===== config.mk =====
export PLATFORM = sky130hd
export DESIGN_NAME = erpt_cordic
export DESIGN_NICKNAME = d
export VERILOG_FILES = /design/src/rtl/erpt_pkg.sv /design/src/rtl/erpt_cordic.sv
export SDC_FILE = /design/constraint.sdc
export NUM_CORES = 1
export LEC_CHECK = 0
export BUFFER_PORTS_ARGS = -buffer_cell sky130_fd_sc_hd__buf_2
export CAP_MARGIN = 30
export CORE_ASPECT_RATIO = 2
export CORE_MARGIN = 2
export CORE_UTILIZATION = 30
export CTS_BUF_LIST = sky130_fd_sc_hd__clkbuf_2 sky130_fd_sc_hd__clkbuf_4 sky130_fd_sc_hd__clkbuf_8
export DETAILED_ROUTE_END_ITERATION = 16
export PLACE_DENSITY = 0.45
export SYNTH_ARGS = -nofsm -noshare
export SYNTH_HDL_FRONTEND = slang
export SYNTH_SLANG_ARGS = --single-unit

===== constraint.sdc =====
create_clock -name clock -period 7.5 [get_ports clock]
set_input_delay 0 -clock clock [delete_from_list [all_inputs] [get_ports clock]]
set_output_delay 0 -clock clock [all_outputs]
set_load 0.03 [all_outputs]

===== src/rtl/erpt_pkg.sv =====
// ============================================================================
// erpt_pkg
// Shared types, constants and tables of the Euler-angle rigid point transform.
// ============================================================================
package erpt_pkg;

   localparam int COORD_WIDTH_DEFAULT = 32;
   localparam int ANGLE_WIDTH = 17;
   localparam int TRIG_WIDTH = 32;
   localparam int TRIG_FRAC = 30;
   localparam int CORDIC_STEPS = 16;
   localparam int STEP_WIDTH = 4;
   localparam int ZW = 25;
   localparam int CW = 34;
   localparam int NUM_ANGLES = 3;
   localparam int CSR_INDEX_WIDTH = 3;

   localparam logic signed [ANGLE_WIDTH:0] HALF_TURN = 18'sd46080;
   localparam logic signed [ANGLE_WIDTH:0] QUARTER_TURN = 18'sd23040;
   localparam logic signed [ANGLE_WIDTH:0] FULL_TURN = 18'sd92160;
   localparam logic signed [CW-1:0] CORDIC_GAIN = 34'sd652032874;

   // Register indexes of the configuration port.
   localparam logic [CSR_INDEX_WIDTH-1:0] CSR_YAW = 3'd0;
   localparam logic [CSR_INDEX_WIDTH-1:0] CSR_PITCH = 3'd1;
   localparam logic [CSR_INDEX_WIDTH-1:0] CSR_ROLL = 3'd2;
   localparam logic [CSR_INDEX_WIDTH-1:0] CSR_SHIFT_X = 3'd3;
   localparam logic [CSR_INDEX_WIDTH-1:0] CSR_SHIFT_Y = 3'd4;
   localparam logic [CSR_INDEX_WIDTH-1:0] CSR_SHIFT_Z = 3'd5;

   // Slots of the angle and trig arrays.
   localparam logic [1:0] ANG_YAW = 2'd0;
   localparam logic [1:0] ANG_PITCH = 2'd1;
   localparam logic [1:0] ANG_ROLL = 2'd2;

   typedef struct packed {
      logic [NUM_ANGLES-1:0][TRIG_WIDTH-1:0] sin_val;
      logic [NUM_ANGLES-1:0][TRIG_WIDTH-1:0] cos_val;
      logic                                  busy;
   } trig_type;

   // Arctangent of 2^-i in units of 2^-16 degree.
   function automatic logic signed [ZW-1:0] atan_val(input logic [STEP_WIDTH-1:0] i);
      logic signed [ZW-1:0] r;
      case (i)
         4'd0: r = 25'sd2949120;
         4'd1: r = 25'sd1740967;
         4'd2: r = 25'sd919879;
         4'd3: r = 25'sd466945;
         4'd4: r = 25'sd234379;
         4'd5: r = 25'sd117304;
         4'd6: r = 25'sd58666;
         4'd7: r = 25'sd29335;
         4'd8: r = 25'sd14668;
         4'd9: r = 25'sd7334;
         4'd10: r = 25'sd3667;
         4'd11: r = 25'sd1833;
         4'd12: r = 25'sd917;
         4'd13: r = 25'sd458;
         4'd14: r = 25'sd229;
         4'd15: r = 25'sd115;
         default: r = '0;
      endcase
      return r;
   endfunction

endpackage


===== src/rtl/erpt_cordic.sv =====
// ============================================================================
// erpt_cordic
// Sequential CORDIC that turns the three angle registers into sine and cosine.
// ============================================================================
module erpt_cordic
   import erpt_pkg::*;
(
   input  logic                                   clock,
   input  logic                                   reset,
   input  logic                                   angle_wr,
   input  logic [NUM_ANGLES-1:0][ANGLE_WIDTH-1:0] angles,
   output trig_type                               trig
);

   localparam logic [1:0] ST_IDLE = 2'd0;
   localparam logic [1:0] ST_LOAD = 2'd1;
   localparam logic [1:0] ST_RUN  = 2'd2;

   logic [1:0]            state_ff, state_in;
   logic                  pend_ff, pend_in;
   logic [1:0]            sel_ff, sel_in;
   logic [STEP_WIDTH-1:0] step_ff, step_in;
   logic signed [CW-1:0]  x_ff, x_in, y_ff, y_in;
   logic signed [ZW-1:0]  z_ff, z_in;
   logic                  neg_ff, neg_in;
   logic [NUM_ANGLES-1:0][TRIG_WIDTH-1:0] sin_ff, cos_ff;

   logic signed [ANGLE_WIDTH:0] a_full, a_half, a_red;
   logic                        a_neg;
   logic signed [CW-1:0]        xs, ys, x_nx, y_nx, cos_nx, sin_nx;
   logic                        last_step;

   // Fold the angle into [-90, 90] degrees; beyond that both results flip sign.
   always_comb begin
      a_full = {angles[sel_ff][ANGLE_WIDTH-1], angles[sel_ff]};
      if (a_full > HALF_TURN) begin
         a_half = a_full - FULL_TURN;
      end else if (a_full < -HALF_TURN) begin
         a_half = a_full + FULL_TURN;
      end else begin
         a_half = a_full;
      end
      a_neg = 1'b1;
      if (a_half > QUARTER_TURN) begin
         a_red = a_half - HALF_TURN;
      end else if (a_half < -QUARTER_TURN) begin
         a_red = a_half + HALF_TURN;
      end else begin
         a_red = a_half;
         a_neg = 1'b0;
      end
   end

   always_comb begin
      xs = x_ff >>> step_ff;
      ys = y_ff >>> step_ff;
      if (!z_ff[ZW-1]) begin
         x_nx = x_ff - ys;
         y_nx = y_ff + xs;
      end else begin
         x_nx = x_ff + ys;
         y_nx = y_ff - xs;
      end
      cos_nx = neg_ff ? -x_nx : x_nx;
      sin_nx = neg_ff ? -y_nx : y_nx;
      last_step = (step_ff == STEP_WIDTH'(CORDIC_STEPS - 1));
   end

   always_comb begin
      state_in = state_ff;
      pend_in = pend_ff | angle_wr;
      sel_in = sel_ff;
      step_in = step_ff;
      x_in = x_ff;
      y_in = y_ff;
      z_in = z_ff;
      neg_in = neg_ff;
      case (state_ff)
         ST_IDLE: begin
            if (pend_ff) begin
               state_in = ST_LOAD;
               pend_in = angle_wr;
               sel_in = ANG_YAW;
            end
         end
         ST_LOAD: begin
            x_in = CORDIC_GAIN;
            y_in = '0;
            // The folded angle fits in 17 bits, so its top sign bit can go.
            z_in = {a_red[ZW-9:0], 8'd0};
            neg_in = a_neg;
            step_in = '0;
            state_in = ST_RUN;
         end
         ST_RUN: begin
            x_in = x_nx;
            y_in = y_nx;
            z_in = z_ff[ZW-1] ? z_ff + atan_val(step_ff) : z_ff - atan_val(step_ff);
            step_in = step_ff + 1'b1;
            if (last_step) begin
               if (sel_ff == ANG_ROLL) begin
                  state_in = ST_IDLE;
               end else begin
                  sel_in = sel_ff + 1'b1;
                  state_in = ST_LOAD;
               end
            end
         end
         default: state_in = ST_IDLE;
      endcase
   end

   always_ff @(posedge clock) begin
      if (reset) begin
         state_ff <= ST_IDLE;
         pend_ff <= 1'b1;
      end else begin
         state_ff <= state_in;
         pend_ff <= pend_in;
      end
      sel_ff <= sel_in;
      step_ff <= step_in;
      x_ff <= x_in;
      y_ff <= y_in;
      z_ff <= z_in;
      neg_ff <= neg_in;
      if (state_ff == ST_RUN && last_step) begin
         cos_ff[sel_ff] <= cos_nx[TRIG_WIDTH-1:0];
         sin_ff[sel_ff] <= sin_nx[TRIG_WIDTH-1:0];
      end
   end

   assign trig.sin_val = sin_ff;
   assign trig.cos_val = cos_ff;
   assign trig.busy = pend_ff || (state_ff != ST_IDLE);

endmodule


# == Word-level counts from Yosys, hierarchy flattened ==
# Memories as Yosys holds them, arrays and structs flattened. A register that Yosys moved wholly into a read port is not among the register bits.
# Index checks and enable logic that the tools add are counted.
# Widths: inputs -> output; s select.
# totals
ff_bits,295
memories,2
romBits,704
out_inout_bits,193
wordCells,89
inputBits,54
# mem_list
memory,words,width,read_ports,rd_ports_with_merged_regs,wr,line_no,text
(name not given),16,22,1,1,0,erpt_pkg.sv:45,case (i)
(name not given),16,22,1,1,0,erpt_pkg.sv:45,
# op_classes
muxes,34
reduce_logical,9
addsub,14
bitwise_logic,1
shifts,2
eq_ne,7
n_lt_le_gt_ge,6
# op_table
op,n
$bwmux 96,2
$pmux 34 s2,2
$mux 32,3
$mux 25,3
$add 34x34->34,2
$mux 34,2
$sshr 34x4->34,2
$sub 34x34->34,2
$demux 32 s2,1
$neg 32->32,2
$mux 17,3
$pmux 25 s2,1
$mux 18,2
$bmux 17 s2,1
$add 25x25->25,1
$sub 25x25->25,1
$add 17x18->18 const B,1
$gt 18x16->1 const B,1
$lt 18x16->1 const B,1
$sub 17x18->18 const B,1
$add 17x17->17 const B,1
$gt 17x17->1 const B,1
$lt 17x17->1 const B,1
$sub 17x17->17 const B,1
21 further kinds,35

# == Logic depth before layout (Yosys ltp) ==
# Gate-level depths: netlist of the first run.
# logic_depth
ltp_word,9
depth_mapped,28
ltp_nobuf,23

# == Least setup slack after synthesis of the first run ==
# OpenSTA, ideal clock, no wires.
# synth_path
path_kind,register to register
from,register step_ff[0]
to,"register cos_ff, in the netlist trig[29] (data pin)"
arrival_ps,5886
setup_time_ps,277
required_time_ps,7223
path_slack_ps,1336
period_less_slack_ps,6164
stages_incl_launch_ff,25
path_buffers,3
path_cell_list,edfxtp_1 buf_6 buf_4 buf_2 mux4_2 mux2_2 a21oi_1 ha_1 and3_1 and2_1 nand2_1 nor2_1 a21oi_1 xnor2_1 ha_1 inv_1 o21bai_1 a2111oi_0 a211oi_1 o21a_1 a211oi_2 nor4b_2 nand4_1 o31ai_1 xor2_1
# synth_between
elab_chain_cells,6
word_cells_on_any_way,7
classes_between,add/sub (3); shift (1); mux (3)
# synth_lines
element,line_no,text
start: declaration,erpt_cordic.sv:22,"logic [STEP_WIDTH-1:0] step_ff, step_in;"
start signal: assignment,erpt_cordic.sv:122,step_ff <= step_in;
$sshr 34x4->34 *,erpt_cordic.sv:56,ys = y_ff >>> step_ff;
$sub 34x34->34 / $add 34x34->34 (equally long branches),"erpt_cordic.sv:58, erpt_cordic.sv:61",
$mux 34 *,erpt_cordic.sv:57,if (!z_ff[ZW-1]) begin
$neg 32->32,erpt_cordic.sv:64,cos_nx = neg_ff ? -x_nx : x_nx;
$mux 32 *,erpt_cordic.sv:64,
net cos_nx[28],erpt_cordic.sv:30,"logic signed [CW-1:0] xs, ys, x_nx, y_nx, cos_nx, sin_nx;"
$bwmux 96 *,erpt_cordic.sv:128,cos_ff[sel_ff] <= cos_nx[TRIG_WIDTH-1:0];
end signal: indexed assignment,erpt_cordic.sv:128,
end: declaration,erpt_cordic.sv:26,"logic [NUM_ANGLES-1:0][TRIG_WIDTH-1:0] sin_ff, cos_ff;"
# The timed path passes the listed nets; every way through them passes the cells marked *.
# A chain may end at the register's enable or synchronous reset.

# == Worst setup path after layout of the first run ==
# layout_path
from,register step_ff[3]
to,"register sin_ff, in the netlist trig[160] (data pin)"
# layout_between
elab_chain_cells,6
word_cells_on_any_way,7
classes_between,add/sub (3); shift (1); mux (3)
# layout_lines
element,line_no,text
$sshr 34x4->34 *,erpt_cordic.sv:55,xs = x_ff >>> step_ff;
$add 34x34->34 / $sub 34x34->34 (equally long branches),"erpt_cordic.sv:59, erpt_cordic.sv:62",
$mux 34 *,erpt_cordic.sv:57,
$neg 32->32,erpt_cordic.sv:65,sin_nx = neg_ff ? -y_nx : y_nx;
$mux 32 *,erpt_cordic.sv:65,
net sin_nx[31],erpt_cordic.sv:30,
$bwmux 96 *,erpt_cordic.sv:129,sin_ff[sel_ff] <= sin_nx[TRIG_WIDTH-1:0];
end signal: indexed assignment,erpt_cordic.sv:129,
end: declaration,erpt_cordic.sv:26,
# Marks and branches as above.

==> impl_metrics.yaml, run 1 <==
clock_network:
  cts_root_buffer: "clkbuf_8"
  post_cts_buffers: 0
  htreeDepth: 2
  clk_pin_slew_worst_paths_ns: 0.08
  clk_latency_ns: 0.66
  clock-sinks: 317
  numCtsBuffers: 49
  cts_tree: "yes"
  hold_buffers: 21
  cts_resized: 0
  clockBufferDepth: 3
routing:
  viasPerCell: 5.22
  drtIter0Drc: 1048
  wire_per_inst_um: 20.6
  routed_wl_um: 71200
  ant_nets: 0
  dr.pass1.iters: 5
  drcViolationCount: 0
  num_vias: 18100
logic_synthesis:
  synth_cell_types: 100
  synth_top_family_by_area: "compound AO/OA/AOI/OAI gates"
  async_flop_share_pct: 0
  synth_mux_area_share_pct: 12.6
  yosys.area.top_type: "edfxtp_1"
  synth-seq-cells: 317
  synth.top_cell.area_share_pct: 38.0
  synth-simple-area-share_pct: 13.4
  syn_area_um2: 23000
  synth_xor_area_share_pct: 8.05
  syn_area_per_cell_um2: 10.7
  yosys_warnings: 0
  synthCells: 2155
  synth_compound_area_share_pct: 15.7
  dominantRegCellSynth: "edfxtp_1"
  synth_edf_count: 292
  synth_top_cells_by_area: "edfxtp_1 38%, mux4_2 8.4%, ha_1 6.6%, xnor2_1 4.9%, xor2_1 3.0%"
  synthAdderAreaFrac_pct: 6.83
  synthesis.nets: 2333
  ys_seq_area_share_pct: 40.2
critical_path:
  critPathKind: "reg2reg"
  crit_required_ns: 7.86
  slowest_delay_ns: 0.99
  worstSetupStartpointType: "flop"
  crit_top_cell: "a311oi_1"
  reg2regPathDepth: 18
  worst_setup_path_end_kind: "flop"
  ff2ff_setup_slack_ns: 0.77
  cp.arrival_ns: 7.09
  critPathSlowestCell: "edfxtp_1"
  rr_startpoint: "step_ff[3]"
  path_max_fanout: 42
  timing.rr.end: "trig[160]"
  crit_chain: "buf_4 > mux4_2 > nor4_4 > nand3_2 > o41ai_1 > xor2_1 > ha_1 > and3_1 > o2111ai_1 > a211o_1 > nand4b_1 > a311oi_1 > a311oi_1 > nand3_1 > nor2_1 > nand3b_1 > o41ai_2 > xnor2_1"
placed_design:
  gp_congestion: 0.848
  place.port_buffers: 246
  dpl.hpwl_um: 54900
floorplan:
  chipWidth_um: 200
  io_pins: 247
  die_y_um: 396
  initial_core_util_pct: 30.3
  fp.coreArea_um2: 76000
  dieArea_um2: 79200
  rows: 143
global_route:
  grt_pass1_wl_um: 108000
  grt-ovfl-total: 0
  grt_start_max_net_pins: 69
  antenna_found_initial: 2
  first_global_vias: 18800
  grt_util_all_layers_pct: 17.9
sta:
  finalSetupTns_ns: 0
  report.final.slew_viol_count: 0
  setup_viol_count_final: 0
  rsz0062_at_grt: "false"
  clock_skew_ns: 0.0328
  slew_headroom_pct: 31.7
  finalCritPeriodShare_pct: 89.8
  finalHoldViolations: 0
  tightest_slew_ns: 1.02
  fmaxAchievable_mhz: 149
  post-route-min-period_ns: 6.73
cells_and_area:
  final_common_cell: "edfxtp_1"
  nets: 2585
  drive_gt1_share_pct: 21.9
  final_cell_mix: "292 x edfxtp_1, 246 x buf_2, 182 x nor2_1"
  areaGrowthSynthToFinish_pct: 15.9
  fillers: 7661
min_path:
  hp-start: "angles[9]"
  hold_end: "z_ff[17]"
  hp-class: "in2reg"
  min_path_cells: 5
status:
  outcome: "finished clean"
job:
  cap_viol_max_count: 0
[how the worst max path moves through the flow]
| stage | to | cells after the start | from |
|---|---|---|---|
| 3_3_place_gp | trig[160] | 19 | step_ff[0] |
| 2_1_floorplan | trig[29] | 24 | step_ff[0] |
| 5_1_grt | trig[124] | 18 | step_ff[3] |
| 6_report | trig[160] | 18 | step_ff[3] |
| 4_1_cts | trig[128] | 18 | step_ff[3] |
| 3_5_place_dp | trig[128] | 18 | step_ff[3] |
[cells by family (layout without fill, tap and decap cells)]
group                      Yosys count  count (layout)
and+or+nand+nor                    620             620
adders and majority gates          124             124
DFF                                317             317
AOI/OAI and AO/OA                  536             536
xor gates and xnor gates           211             211
buffers and inverters              174             465
other                                0               1
muxes                              173             173
[synth_stat cells (26+ instances only)]
library cell / count
mux2i_1: 49
nand2b_1: 26
a21o_1: 33
inv_1: 76
and2_1: 51
a21oi_1: 139
nand3_1: 32
nand2_1: 160
xor2_1: 80
edfxtp_1: 292
a31oi_1: 27
nor2_1: 182
ha_1: 121
o21ai_0: 95
clkbuf_1: 56
nor3_1: 37
and3_1: 26
mux2_2: 34
mux4_2: 86
xnor2_1: 130
[per-stage QoR]
step / area [um2] / instances / utilization, % / hold WS [ns] / setup slack (ns)
detailed placement: 25400 / 3349 / 33.4 / 0.208 / 0.703
global route: 26700 / 3462 / 35.1 / 0.0780 / 0.248
floorplan: 23000 / 2155 / - / 0.0691 / 1.34
CTS: 26700 / 3460 / 35.1 / 0.0144 / 0.672
global placement: 25300 / 3347 / 33.3 / 0.207 / 0.840
finish: 26700 / 3462 / 35.1 / 0.0646 / 0.766
[layer usage]
metal	up-vias	wire, um	global-route usage [%]
met5	-	0	0
met4	0	3920	9.58
met3	146	2140	1.86
met2	439	41700	36.9
met1	8829	23500	16.5
li1	8664	-	-
[registers in the layout, summed over array words and instances, names as in the netlist, named ones only]
name      count
state_ff      2
neg_ff        1
z_ff         25
trig        192
sel_ff        2
y_ff         34
pend_ff       1
x_ff         34
step_ff       4
[layout make-up]
type | count | area [um2] | area share, %
clock inverters | 28 | 319 | 1.19
flip-flops and latches | 317 | 9270 | 34.7
multi-input cells | 1664 | 13100 | 48.9
well taps | 1015 | 1270 | 4.75
inverters | 80 | 300 | 1.12
repair buffers | 295 | 1700 | 6.38
clock buffers | 62 | 791 | 2.96
diodes | 1 | 2.50 | 0.00937
[worst max-delay path, delay by kind of cell (launching register included)]
| kind | cells | cell delay, ns |
|---|---|---|
| compound gates | 6 | 1.99 |
| buf+inv | 1 | 0.57 |
| xor+xnor | 2 | 0.27 |
| flops | 1 | 0.99 |
| fa+ha+maj | 1 | 0.47 |
| mux | 1 | 0.46 |
| simple gates | 7 | 1.66 |
Power of run 1 is left out: the tool's default activity adds up to more than one toggle a clock period on the data nets, which glitch-free logic cannot reach.
==> inputs of run 2 (changes only) <==
--- a/config.mk
+++ b/config.mk
@@ -5,6 +5,7 @@
 export SDC_FILE = /design/constraint.sdc
 export NUM_CORES = 1
 export LEC_CHECK = 0
+export ABC_AREA = 1
 export BUFFER_PORTS_ARGS = -buffer_cell sky130_fd_sc_hd__buf_2
 export CAP_MARGIN = 30
 export CORE_ASPECT_RATIO = 2
==> run 2 against run 1 <==
Highest routed layer unchanged. Setup slack improved by 0.56 ns. Non-clock buffer count shrank 1. Via count rose by 27%. Synthesized cell count rose by 58%. Sequential share of layout area decreased by 2.3 points. Critical path type unchanged. Flip-flop and latch count stayed put. Cell count increased by 38%. Clock skew grew 0.0062 ns. Die area increased by 8.4%. Critical path depth up 17. Design area increased by 7.2%.
==> impl_metrics.yaml, run 2 <==
sta:
  finalCritPeriodShare_pct: 82.4
  rsz0062_at_grt: "false"
  finalHoldViolations: 0
  slew_headroom_pct: 33.8
  tightest_slew_ns: 0.993
  fin_hold_ws_ns: 0.0583
  setup_viol_count_final: 0
  post-route-min-period_ns: 6.18
  clock_skew_ns: 0.0390
  finalSetupTns_ns: 0
  fmaxAchievable_mhz: 162
  report.final.slew_viol_count: 0
cells_and_area:
  final_common_cell: "nand2_1"
  drive_gt1_share_pct: 13.6
  nets: 3844
  fillers: 9082
  final_cell_mix: "985 x nand2_1, 384 x inv_1, 359 x nor2_1"
  areaGrowthSynthToFinish_pct: 14.5
  largest_reg_flops: 192
global_route:
  first_global_vias: 23300
  busiest_layer: "met2"
  antenna_found_initial: 1
  grt-ovfl-total: 0
  use_met1_pct: 20.0
  grt_start_max_net_pins: 75
  met3_usage_pct: 2.03
  grt_pass1_wl_um: 134000
  use_met2_pct: 39.9
  grt_util_all_layers_pct: 20.5
logic_synthesis:
  yosys_warnings: 0
  dominantRegCellSynth: "edfxtp_1"
  yosysMostFrequentCell: "nand2_1"
  ys_seq_area_share_pct: 37.1
  yosys.area.top_type: "edfxtp_1"
  syn_area_per_cell_um2: 7.32
  synthesis.nets: 3592
  synthCells: 3414
  synth_commonest_cells: "985 x nand2_1, 386 x inv_1, 362 x nor2_1, 292 x edfxtp_1, 237 x nand3_1"
  synth_edf_count: 292
  synth.top_cell.area_share_pct: 35.1
  synth_cell_types: 59
  async_flop_share_pct: 0
  synth_top_cells_by_area: "edfxtp_1 35%, nand2_1 15%, ha_1 6.1%, inv_1 5.8%, nor2_1 5.4%"
  synth-seq-cells: 317
  syn_area_um2: 25000
floorplan:
  rows: 149
  initial_core_util_pct: 30.3
  io_pins: 247
  fp.coreArea_um2: 82600
  die_y_um: 412
  dieArea_um2: 85800
  chipWidth_um: 208
placed_design:
  gp_congestion: 0.944
  place.port_buffers: 246
  dpl.hpwl_um: 72000
routing:
  num_vias: 23000
  drtIter0Drc: 1216
  routed_wl_um: 89300
  viasPerCell: 4.82
  wire_per_inst_um: 18.7
  dr.pass1.iters: 6
  drcViolationCount: 0
  ant_nets: 0
critical_path:
  crit_required_ns: 7.87
  crit_top_cell: "nand2_1"
  critPathSlowestCell: "inv_2"
  cp.arrival_ns: 6.54
  worst_setup_path_end_kind: "flop"
  critPathTopFamily: "simple AND/OR/NAND/NOR gates"
  slowest_delay_ns: 0.71
  path_max_fanout: 63
  critPathKind: "reg2reg"
  crit_buf_inv: 4
  worstSetupStartpointType: "flop"
clock_network:
  numCtsBuffers: 51
  cts_tree: "yes"
  clk_latency_ns: 0.70
  cts_root_buffer: "clkbuf_8"
  htreeDepth: 2
  clock-sinks: 317
  clockBufferDepth: 3
  clk_pin_slew_worst_paths_ns: 0.09
  post_cts_buffers: 0
min_path:
  hp-class: "in2reg"
job:
  cap_viol_max_count: 0
status:
  outcome: "finished clean"
[run 2: cell count changes in the layout (fill, tap and decap cells not counted), sizes merged, moves of 42 or more]
cell	delta
nand2	+850
and2	-47
mux2i	-43
inv	+337
nand3	+206
nor2	+198
o21ai	+156
xor2	+42
mux4	-89
xnor2	-80
[run 2: repair_timing]
action	CTS	global route
gates resized for setup	0	0
hold buffers	26	0
hold endpoints to repair	14	0
[run 2: worst register-to-register path, delay by kind of cell (launching register included)]
family	cells	cell delay, ns
and+or+nand+nor	22	2.70
AOI/OAI and AO/OA	6	1.06
buffers and inverters	4	0.92
adders and majority gates	2	0.68
DFF	1	0.41
xor gates and xnor gates	1	0.11
[run 2: final timing paths]
check                   from          end  slack, ns  depth (start not counted)
setup / recovery  step_ff[0]    trig[123]       1.32                         35
hold / removal         reset  state_ff[0]       0.06                          3
hold reg to reg      pend_ff      pend_ff       0.46                          2
setup reg to reg  step_ff[0]    trig[123]       1.32                         35
[run 2: metal layers]
metal | part of all wire, % | vias up
met5 | 0 | -
met4 | 7.6 | 0
met3 | 3.1 | 193
met2 | 53 | 561
met1 | 36 | 10500
li1 | - | 11700
[run 2: kinds of logic after synthesis]
| kind of cell | share of synthesized area (%) |
|---|---|
| AO/OA/AOI/OAI | 12.0 |
| AND/OR/NAND/NOR | 29.7 |
| multiplexers | 0.240 |
| XOR/XNOR | 6.33 |
| buffers and inverters | 8.36 |
| adder cells (fa/ha/maj) | 6.30 |
| flip-flops | 37.1 |
[run 2: stage by stage]
stage | cell area, um2 | setup WS, ns | util, % | std cells
6_report | 28600 | 1.32 | 34.7 | 4766
5_1_grt | 28600 | 0.623 | 34.7 | 4766
4_1_cts | 28600 | 1.29 | 34.6 | 4764
3_5_place_dp | 27200 | 1.34 | 33.0 | 4643
3_3_place_gp | 27200 | 1.35 | 33.0 | 4643
2_1_floorplan | 25000 | 3.05 | - | 3414
[run 2: layout make-up]
cell class,count,area [um2],share of cell area [%]
Timing Repair Buffer,294,1670,5.83
Clock buffer,67,847,2.96
Antenna cell,1,2.50,0.00874
Multi-Input combinational cell,2586,13700,47.8
Tap cell,1057,1320,4.62
Sequential cell,317,9270,32.4
Inverter,416,1560,5.46
Clock inverter,28,275,0.961
Power of run 2 is left out for the same reason.
==> inputs of run 3 (changes only) <==
==> constraint.sdc (replaced) <==
create_clock -name clock -period 6 [get_ports clock]
set_input_delay 0 -clock clock [delete_from_list [all_inputs] [get_ports clock]]
set_output_delay 0 -clock clock [all_outputs]
set_load 0.03 [all_outputs]
==> run 3 against run 2 <==
Die area is the same. Cell count increased by 0.34%. Sequential share of layout area fell by 0.35 points. Fmax is 12% higher. Flip-flop and latch count stayed put. Via count is 0.99% higher. Design area rose by 1.1%. Worst hold slack better by 0.015 ns. Core utilization grew 0.38 points. Critical path type unchanged. Largest cell class unchanged.
==> impl_metrics.yaml, run 3 (synthesis results as in run 2) <==
routing:
  dr.pass1.iters: 5
  viasPerCell: 4.85
  drcViolationCount: 0
  wire_per_inst_um: 18.7
  drtIter0Drc: 1198
  num_vias: 23200
  routed_wl_um: 89500
  ant_nets: 0
floorplan:
  dieArea_um2: 85800
  rows: 149
  fp.coreArea_um2: 82600
  chipWidth_um: 208
  io_pins: 247
  die_y_um: 412
  initial_core_util_pct: 30.3
sta:
  slew_headroom_pct: 44.1
  clock_skew_ns: 0.0448
  finalHoldViolations: 0
  fmaxAchievable_mhz: 181
  report.final.slew_viol_count: 0
  finalSetupTns_ns: 0
  finalCritPeriodShare_pct: 92.3
  rsz0062_at_grt: "false"
  setup_viol_count_final: 0
  post-route-min-period_ns: 5.54
  tightest_slew_ns: 0.830
job:
  cap_viol_max_count: 0
critical_path:
  worstSetupStartpointType: "flop"
  critPathSlowestCell: "edfxtp_1"
  reg2regPathDepth: 28
  ff2ff_setup_slack_ns: 0.46
  rr_startpoint: "step_ff[0]"
  crit_required_ns: 6.37
  cp.arrival_ns: 5.91
  crit_top_cell: "nand2_1"
  path_max_fanout: 30
  timing.rr.end: "trig[122]"
  worst_setup_path_end_kind: "flop"
  critPathKind: "reg2reg"
  slowest_delay_ns: 0.50
clock_network:
  numCtsBuffers: 49
  clk_pin_slew_worst_paths_ns: 0.08
  cts_tree: "yes"
  clockBufferDepth: 3
  htreeDepth: 2
  cts_root_buffer: "clkbuf_8"
  clock-sinks: 317
  clk_latency_ns: 0.69
placed_design:
  dpl.cell_count: 4664
  gp_congestion: 0.962
  place.port_buffers: 246
  dpl.hpwl_um: 72700
global_route:
  first_global_vias: 23200
  grt_pass1_wl_um: 134000
  grt_util_all_layers_pct: 20.5
  grt-ovfl-total: 0
  antenna_found_initial: 1
  grt_start_max_net_pins: 68
min_path:
  hp-class: "in2reg"
  hold_end: "state_ff[1]"
  min_path_cells: 3
  hp-start: "reset"
cells_and_area:
  largest_reg_flops: 192
  stdcell_count: 4782
  fillers: 9001
  drive_gt1_share_pct: 14.5
  multi_input_area_um2: 13800
  nets: 3863
  final_common_cell: "nand2_1"
  final_cell_mix: "985 x nand2_1, 384 x inv_1, 357 x nor2_1"
  areaGrowthSynthToFinish_pct: 15.8
  regArea_um2: 9270
status:
  outcome: "finished clean"
==> run 3: through the flow <==
stage / setup WS [ns] / area [um2] / util [%] / hold slack [ns]
final: 0.462 / 28900 / 35.0 / 0.0737
after global routing: 0.0167 / 28900 / 35.0 / 0.0647
after CTS: 0.228 / 28800 / 34.9 / 0.0345
after detailed placement: 0.278 / 27500 / 33.3 / 0.201
after global placement: 0.288 / 27400 / 33.2 / 0.200
after floorplan: 1.55 / 25000 / - / 0.0785
==> run 3: what timing repair did <==
action	4_1_cts	5_1_grt
setup endpoints to repair	0	84
hold buffers	25	0
hold endpoints to repair	14	0
gates resized for setup	0	27
setup buffers	0	1
==> run 3: final cells by class <==
class                   instances  area share, %
diodes                          1        0.00865
repair buffers                315           6.66
clock inverters                33           1.22
inverters                     416           5.43
well taps                    1057           4.57
multi-input cells            2586           47.6
flip-flops and latches        317           32.0
clock buffers                  57           2.54
==> run 3: worst max path at each step <==
stage,from,to,slack [ns]
after global placement,step_ff[0],trig[48],0.29
after CTS,step_ff[0],trig[88],0.23
after floorplan,state_ff[0],flop,1.55
final,step_ff[0],trig[122],0.46
after detailed placement,step_ff[0],trig[56],0.28
after global routing,step_ff[0],trig[126],0.02
==> run 3: routing by layer <==
layer	wire length, um	up-vias	global-route usage (%)
li1	-	11800	-
met5	0	-	0
met3	3000	218	1.98
met4	7440	0	15.4
met1	31600	10500	19.8
met2	47400	643	40.0
==> run 3: worst max-delay path, delay by kind of cell, from the launching register on <==
kind / cells / cell delay (ns)
xor+xnor: 1 / 0.20
fa+ha+maj: 2 / 0.58
compound gates: 6 / 1.34
buf+inv: 5 / 0.79
mux: 1 / 0.18
flops: 1 / 0.50
simple gates: 13 / 1.64
Power of run 3 is left out for the same reason.
